File: config.mk
export PLATFORM = sky130hd
export DESIGN_NAME = mvm_ctrl
export DESIGN_NICKNAME = d
export VERILOG_FILES = /design/src/rtl/mvm_pkg.sv /design/src/rtl/mvm_ctrl.sv
export SDC_FILE = /design/constraint.sdc
export NUM_CORES = 1
export LEC_CHECK = 0
export BUFFER_PORTS_ARGS = -buffer_cell sky130_fd_sc_hd__clkbuf_2
export CORE_MARGIN = 3
export CORE_UTILIZATION = 55
export CTS_CLUSTER_SIZE = 14
export DETAILED_ROUTE_END_ITERATION = 8
export PLACE_DENSITY = 0.95
export SYNTH_ARGS = -nofsm -noshare
export SYNTH_HDL_FRONTEND = slang
export SYNTH_SLANG_ARGS = --single-unit
File: constraint.sdc
create_clock -name clk -period 2.9 [get_ports clk]
set_input_delay 0.58 -clock clk [delete_from_list [all_inputs] [get_ports clk]]
set_output_delay 0.58 -clock clk [all_outputs]
set_load 0.005 [all_outputs]
File: src/rtl/mvm_pkg.sv
// shared types and constants of the matrix-vector multiply unit
package mvm_pkg;

	localparam int IDX_W  = 6;   // row, column and vector index width
	localparam int CNT_W  = 7;   // used-count width, holds 1..64
	localparam int VAL_W  = 16;  // signed Q4.12 element
	localparam int PROD_W = 32;  // signed Q8.24 product
	localparam int SUM_W  = 40;  // signed Q16.24 sum
	localparam int CNT_CAP = 64; // longest result burst
	localparam int CFG_AW = 3;
	localparam int CFG_DW = 32;

	// register index, taken from paddr bit 2
	localparam logic REG_ROWS_USED = 1'b0;
	localparam logic REG_COLS_USED = 1'b1;

	typedef enum logic [1:0] {
		ACT_WR_MAT = 2'd0,
		ACT_WR_VEC = 2'd1,
		ACT_MV     = 2'd2,
		ACT_VM     = 2'd3
	} action_t;

	// controller to datapath
	typedef struct packed {
		logic             mat_we;
		logic             vec_we;
		logic             valid;  // one multiply-accumulate this cycle
		logic             first;  // clear the accumulator
		logic             emit;   // final term of this result
		logic             last;   // final result of the burst
		logic [IDX_W-1:0] idx;
		logic [IDX_W-1:0] row;
		logic [IDX_W-1:0] col;
		logic [IDX_W-1:0] vidx;
	} mvm_cmd_t;

	// datapath to controller
	typedef struct packed {
		logic pipe_busy;
	} mvm_stat_t;

endpackage

File: src/rtl/mvm_ctrl.sv
// sequencer of the matrix-vector multiply unit: accepts items, walks the index space
module mvm_ctrl
	import mvm_pkg::*;
#(
	parameter int MAX_ROWS = 64,
	parameter int MAX_COLS = 64
) (
	input  logic             clk,
	input  logic             arst_n,
	input  logic             start,
	input  logic [1:0]       action,
	input  logic [CNT_W-1:0] rows_used,
	input  logic [CNT_W-1:0] cols_used,
	input  mvm_stat_t        stat,
	output logic             busy,
	output mvm_cmd_t         cmd
);

	localparam int ROW_LIM = (MAX_ROWS < CNT_CAP) ? MAX_ROWS : CNT_CAP;
	localparam int COL_LIM = (MAX_COLS < CNT_CAP) ? MAX_COLS : CNT_CAP;

	typedef enum logic {
		ST_IDLE,
		ST_RUN
	} state_t;

	state_t           state_q;
	logic             vm_q;
	logic [IDX_W-1:0] outer_q;
	logic [IDX_W-1:0] inner_q;
	logic [IDX_W-1:0] outer_end_q;
	logic [IDX_W-1:0] inner_end_q;

	logic             accept;
	action_t          act;
	logic [CNT_W-1:0] nr;
	logic [CNT_W-1:0] nc;
	logic [IDX_W-1:0] nr_end;
	logic [IDX_W-1:0] nc_end;

	assign act    = action_t'(action);
	assign busy   = (state_q != ST_IDLE) || stat.pipe_busy;
	assign accept = start && !busy;

	// zero counts as one, clamp to store size
	always_comb begin
		if (rows_used == '0)
			nr = CNT_W'(1);
		else if (32'(rows_used) > ROW_LIM)
			nr = CNT_W'(ROW_LIM);
		else
			nr = rows_used;
		if (cols_used == '0)
			nc = CNT_W'(1);
		else if (32'(cols_used) > COL_LIM)
			nc = CNT_W'(COL_LIM);
		else
			nc = cols_used;
		nr_end = IDX_W'(nr - CNT_W'(1));
		nc_end = IDX_W'(nc - CNT_W'(1));
	end

	always_comb begin
		cmd        = '0;
		cmd.mat_we = accept && (act == ACT_WR_MAT);
		cmd.vec_we = accept && (act == ACT_WR_VEC);
		cmd.valid  = (state_q == ST_RUN);
		cmd.first  = (inner_q == '0);
		cmd.emit   = (inner_q == inner_end_q);
		cmd.last   = (outer_q == outer_end_q);
		cmd.idx    = outer_q;
		cmd.row    = vm_q ? inner_q : outer_q;
		cmd.col    = vm_q ? outer_q : inner_q;
		cmd.vidx   = inner_q;
	end

	always_ff @(posedge clk or negedge arst_n) begin
		if (!arst_n) begin
			state_q     <= ST_IDLE;
			vm_q        <= 1'b0;
			outer_q     <= '0;
			inner_q     <= '0;
			outer_end_q <= '0;
			inner_end_q <= '0;
		end else begin
			case (state_q)
				ST_IDLE: begin
					if (accept && (act == ACT_MV || act == ACT_VM)) begin
						state_q <= ST_RUN;
						vm_q    <= (act == ACT_VM);
						outer_q <= '0;
						inner_q <= '0;
						// m*v: outer over rows, inner over columns; v*m the other way
						outer_end_q <= (act == ACT_VM) ? nc_end : nr_end;
						inner_end_q <= (act == ACT_VM) ? nr_end : nc_end;
					end
				end
				ST_RUN: begin
					if (inner_q == inner_end_q) begin
						inner_q <= '0;
						if (outer_q == outer_end_q)
							state_q <= ST_IDLE;
						else
							outer_q <= outer_q + IDX_W'(1);
					end else begin
						inner_q <= inner_q + IDX_W'(1);
					end
				end
				default: state_q <= ST_IDLE;
			endcase
		end
	end

endmodule

### Yosys cells after proc, flatten, opt, wreduce, memory -nomap -nowiden

Index checks and enable logic that the tools add are counted.

| storage, ports and cells | value |
|---|---|
| flip-flop bits (word level) | 26 |
| input bits | 20 |

| cells by class | value |
|---|---|
| add/sub/neg operators | 4 |
| order comparisons | 2 |
| eq/ne operators | 8 |
| muxes and demuxes | 18 |
| bitwise operators | 1 |
| reduce and logical (&&, ||, !) cells | 13 |

Operators by type and width:

| kind | count |
|---|---|
| $mux 6 | 12 |
| $pmux 6 s2 | 2 |
| $gt 7x7->1 const B | 2 |
| $logic_not 7->1 | 2 |
| $add 6x1->6 const B | 2 |
| $eq 6x6->1 | 2 |
| $sub 6x1->6 const B | 2 |
| $logic_not 6->1 | 1 |
| $ne 2x2->1 const B | 3 |
| $eq 2x2->1 const B | 2 |
| $logic_and 1x1->1 | 4 |
| $mux 1 | 3 |
| $reduce_and 3->1 | 1 |
| $eq 2x1->1 const B | 1 |
| $logic_not 2->1 | 1 |
| $logic_or 1x1->1 | 2 |
| $pmux 1 s2 | 1 |
| $reduce_and 2->1 | 1 |
| $logic_not 1->1 | 1 |
| $not 1->1 | 1 |

### Depth between registers and ports, before layout

| depth | value |
|---|---|
| depth after elaboration | 6 |
| mapped depth | 10 |

### Worst setup path before layout

OpenSTA, ideal clock, no wires.

| path | value |
|---|---|
| kind | input-to-reg |
| from | input port rows_used[6] |
| to | register outer_end_q[4] |
| setup time | 0.064 ns |
| data arrival time | 2.273 ns |
| setup slack | 0.563 ns |
| cell stages on the path | 10 |
| path buffers | 1 |
| cell sequence | clkbuf_1 > or4_1 > nor3_1 > a21oi_1 > ha_1 > nand2_1 > mux2_2 > o22ai_1 > a221oi_1 > a21o_1 |

| between the ends | value |
|---|---|
| word-level cells in the longest chain between the ends | 5 |
| elaborated cells between the ends (all ways) | 6 |
| classes of those cells | add/sub (1); order compare (1); mux (3); reduce/logical (1) |

Ends and longest elaborated chain:

| what | RTL line | text |
|---|---|---|
| from (decl) | mvm_ctrl.sv:12 | `input logic [CNT_W-1:0] rows_used,` |
| $gt 7x7->1 | mvm_ctrl.sv:49 | `else if (32'(rows_used) > ROW_LIM)` |
| $mux 6 | mvm_ctrl.sv:49 |  |
| $mux 6 (*) | mvm_ctrl.sv:47 | `if (rows_used == '0)` |
| $sub 6x1->6 (*) | mvm_ctrl.sv:59 | `nr_end = IDX_W'(nr - CNT_W'(1));` |
| $mux 6 (*) | mvm_ctrl.sv:94 | `outer_end_q <= (act == ACT_VM) ? nc_end : nr_end;` |
| to (signal assigned) | mvm_ctrl.sv:94 |  |
| to (decl) | mvm_ctrl.sv:31 | `logic [IDX_W-1:0] outer_end_q;` |

Every way passes the cells marked *; elsewhere a longest branch is shown, timed or not.
A chain may end at the register's enable or synchronous reset.

==> flow_summary_export.csv <==
group,metric,value,unit
drt,vias,1741,
yosys,ys.flop_type,"dfrtp_1",
yosys,synthArstFlopShare,1.00,
clocking,cts_tree,"done",
grt,grt_usage,0.219,
finish,final_cells,303,
finish,diodes,0,
grt,grt_max_degree,31,
timing,clock.fmax,0.411,GHz
worst_setup_path,cp.arrival,1.86,ns
min_path,hold_path_class,"input port to asynchronous set/reset pin",
clocking,cts_hold_buf,0,
yosys,netlist_top_cells_count,"nand2_1, dfrtp_1, o21ai_0",
yosys,synth.avg_cell_area,8.64,um^2
yosys,seq_area_frac_synth,0.347,
yosys,yosys.area.top_type,"dfrtp_1",
timing,hold_viol_final,0,
finish,nets,285,
timing,skew,0.0119,ns
clocking,htreeDepth,1,
finish,fillers,284,
worst_setup_path,critical_path.startpoint,"inner_q[4]",
yosys,synth_area_leaders,"dfrtp_1, mux2_2, nand2_1",
timing,tns,0,ns
worst_setup_path,timing.rr.start,"inner_q[4]",
die,coreArea,0.00315,mm^2
worst_setup_path,startpoint_type,"flop",
grt,grt_pass1_wl,7.40,mm
drt,wl_per_cell,14.5,um
drt,first_pass_iters,4,
yosys,yosysWarnings,0,
finish,drive_above_1_share,0.274,
grt,grt_pass1_vias,1710,
power_and_ir_drop,power_density,952,mW/mm^2
timing,tightest_slew,0.645,ns
yosys,synth.most_common_cell,"nand2_1",
die,dieArea,0.00415,mm^2
timing,finalCritPeriodShare,0.840,
yosys,ys_ff_latch,26,
drt,remaining_drc_errors,0,
clocking,clk_latency,0.33,ns
yosys,synthesis.nets,242,
power_and_ir_drop,ir_worst_vdd,0.346,mV
die,die_h,64.4,um
die,rows,20,
worst_setup_path,worstPathRequired,2.32,ns
placed_design,dp.cells,299,
timing,finalSetupViolations,0,
die,die-width,64.4,um
drt,viasPerCell,5.75,
yosys,synth_edf_count,0,
timing,period_needed,2.44,ns
clocking,clockRootBuffer,"clkbuf_4",
clocking,post-cts-setup-buffers,0,
timing,slew_headroom,0.570,
yosys,syn-cell-area,0.00188,mm^2
placed_design,gp_congestion,0.974,
die,io_pins,51,
drt,ant_nets,0,
die,initial_core_util,0.595,
worst_setup_path,path_max_fanout,9,
placed_design,port_buffers,50,
clocking,clockBufferDepth,2,
placed_design,place_hpwl,3.46,mm
worst_setup_path,crit_path_end_kind,"primary output",
worst_setup_path,path_class,"flop to primary output",
clocking,cts_sinks,26,
grt,grt.overflow.total,0,
clocking,cts_resized,0,
drt,drt_iter0_markers,106,
finish,syn_to_final_growth,14.8,%
yosys,postSynthCellCount,217,
yosys,yosysUniqueCellTypes,40,
drt,routed_wirelength,4.39,mm
grt,antenna_found_initial,0,
run_status,status,"complete, no violations",
yosys,synth_top_area_share,0.347,
power_and_ir_drop,power_leakage,1.07,nW
flow_run,cap_violations,0,
timing,slew_viol_final,0,
clocking,cts_buffers,3,
timing,rsz0062_at_grt,"no",
clocking,clk_pin_slew_worst_paths,0.14,ns
-- per-layer routing --
layer / share of wire / wire length [um] / up-vias / GRT usage
met5: 0 / 0 / - / 0
met3: 0.077 / 338 / 4 / 0.0351
li1: - / - / 852 / -
met4: 0.012 / 51 / 0 / 0.0660
met2: 0.48 / 2100 / 73 / 0.390
met1: 0.43 / 1900 / 812 / 0.270
-- layout make-up --
cell class              instances  area, um^2  area share
repair buffers                 51         258       0.120
flip-flops and latches         26         651       0.302
clock buffers                   4        36.3      0.0169
multi-input cells             166        1110       0.515
well taps                      44        55.1      0.0256
inverters                      12        45.0      0.0209
-- worst max-delay path: stages, from the launching register on --
cell	delay, ns
dfrtp_1	0.55
xor2_2	0.25
nor4_4	0.36
nand2_2	0.15
inv_1	0.09
clkbuf_2	0.11
-- flip-flops by register name, indices dropped and copies added, names as in the netlist --
signal,flops
vm_q,1
state_q,1
outer_end_q,6
outer_q,6
inner_q,6
inner_end_q,6
-- kinds of logic (layout without fill, tap and decap cells) --
family / count (synthesis) / after routing / share of synthesized area
and+or+nand+nor: 75 / 75 / 0.196
AOI/OAI and AO/OA: 51 / 51 / 0.174
DFF: 26 / 26 / 0.347
buffers and inverters: 25 / 67 / 0.0620
muxes: 19 / 19 / 0.109
xor gates and xnor gates: 16 / 16 / 0.0787
adders and majority gates: 5 / 5 / 0.0334
-- cell usage in the layout, fill, tap and decap left out, types with 5 or more instances in the layout --
master / synthesis / layout
inv_1: 12 / 12
nand2_1: 32 / 32
mux2_2: 11 / 11
a21oi_1: 7 / 7
o21ai_0: 19 / 19
mux2i_1: 8 / 8
dfrtp_1: 26 / 26
xor2_1: 6 / 6
nor3_1: 9 / 9
ha_1: 5 / 5
o31ai_1: 5 / 5
clkbuf_2: 0 / 50
xnor2_1: 9 / 9
nor2_1: 10 / 10
-- metrics by stage --
step | total power, mW | worst slack, ns | utilization | hold slack (ns) | cell area, um^2
floorplan | 1.48 | 0.563 | - | 0.284 | 1880
global placement | 1.80 | 0.513 | 0.671 | 0.485 | 2120
detailed placement | 1.87 | 0.440 | 0.671 | 0.492 | 2120
CTS | 2.06 | 0.466 | 0.683 | 0.259 | 2150
global route | 2.23 | 0.385 | 0.683 | 0.273 | 2150
finish | 2.05 | 0.465 | 0.683 | 0.241 | 2150
-- final timing paths --
check	to	slack, ns	cells past startpoint
min in group clk	inner_end_q[2]	0.51	1
worst min register to register	inner_end_q[2]	0.51	1
worst min-delay path	inner_q[4]	0.24	1
max in group asynchronous	outer_end_q[3]	2.23	1
worst max register to register	outer_q[2]	0.80	5
worst max-delay path	cmd[25]	0.46	5
-- power breakdown --
part | internal, mW | switching [mW] | leakage, nW
Sequential | 0.527 | 0.290 | 0.327
Combinational | 0.537 | 0.513 | 0.724
Clock | 0.0769 | 0.107 | 0.0210
(Power assumes the default switching activity.)
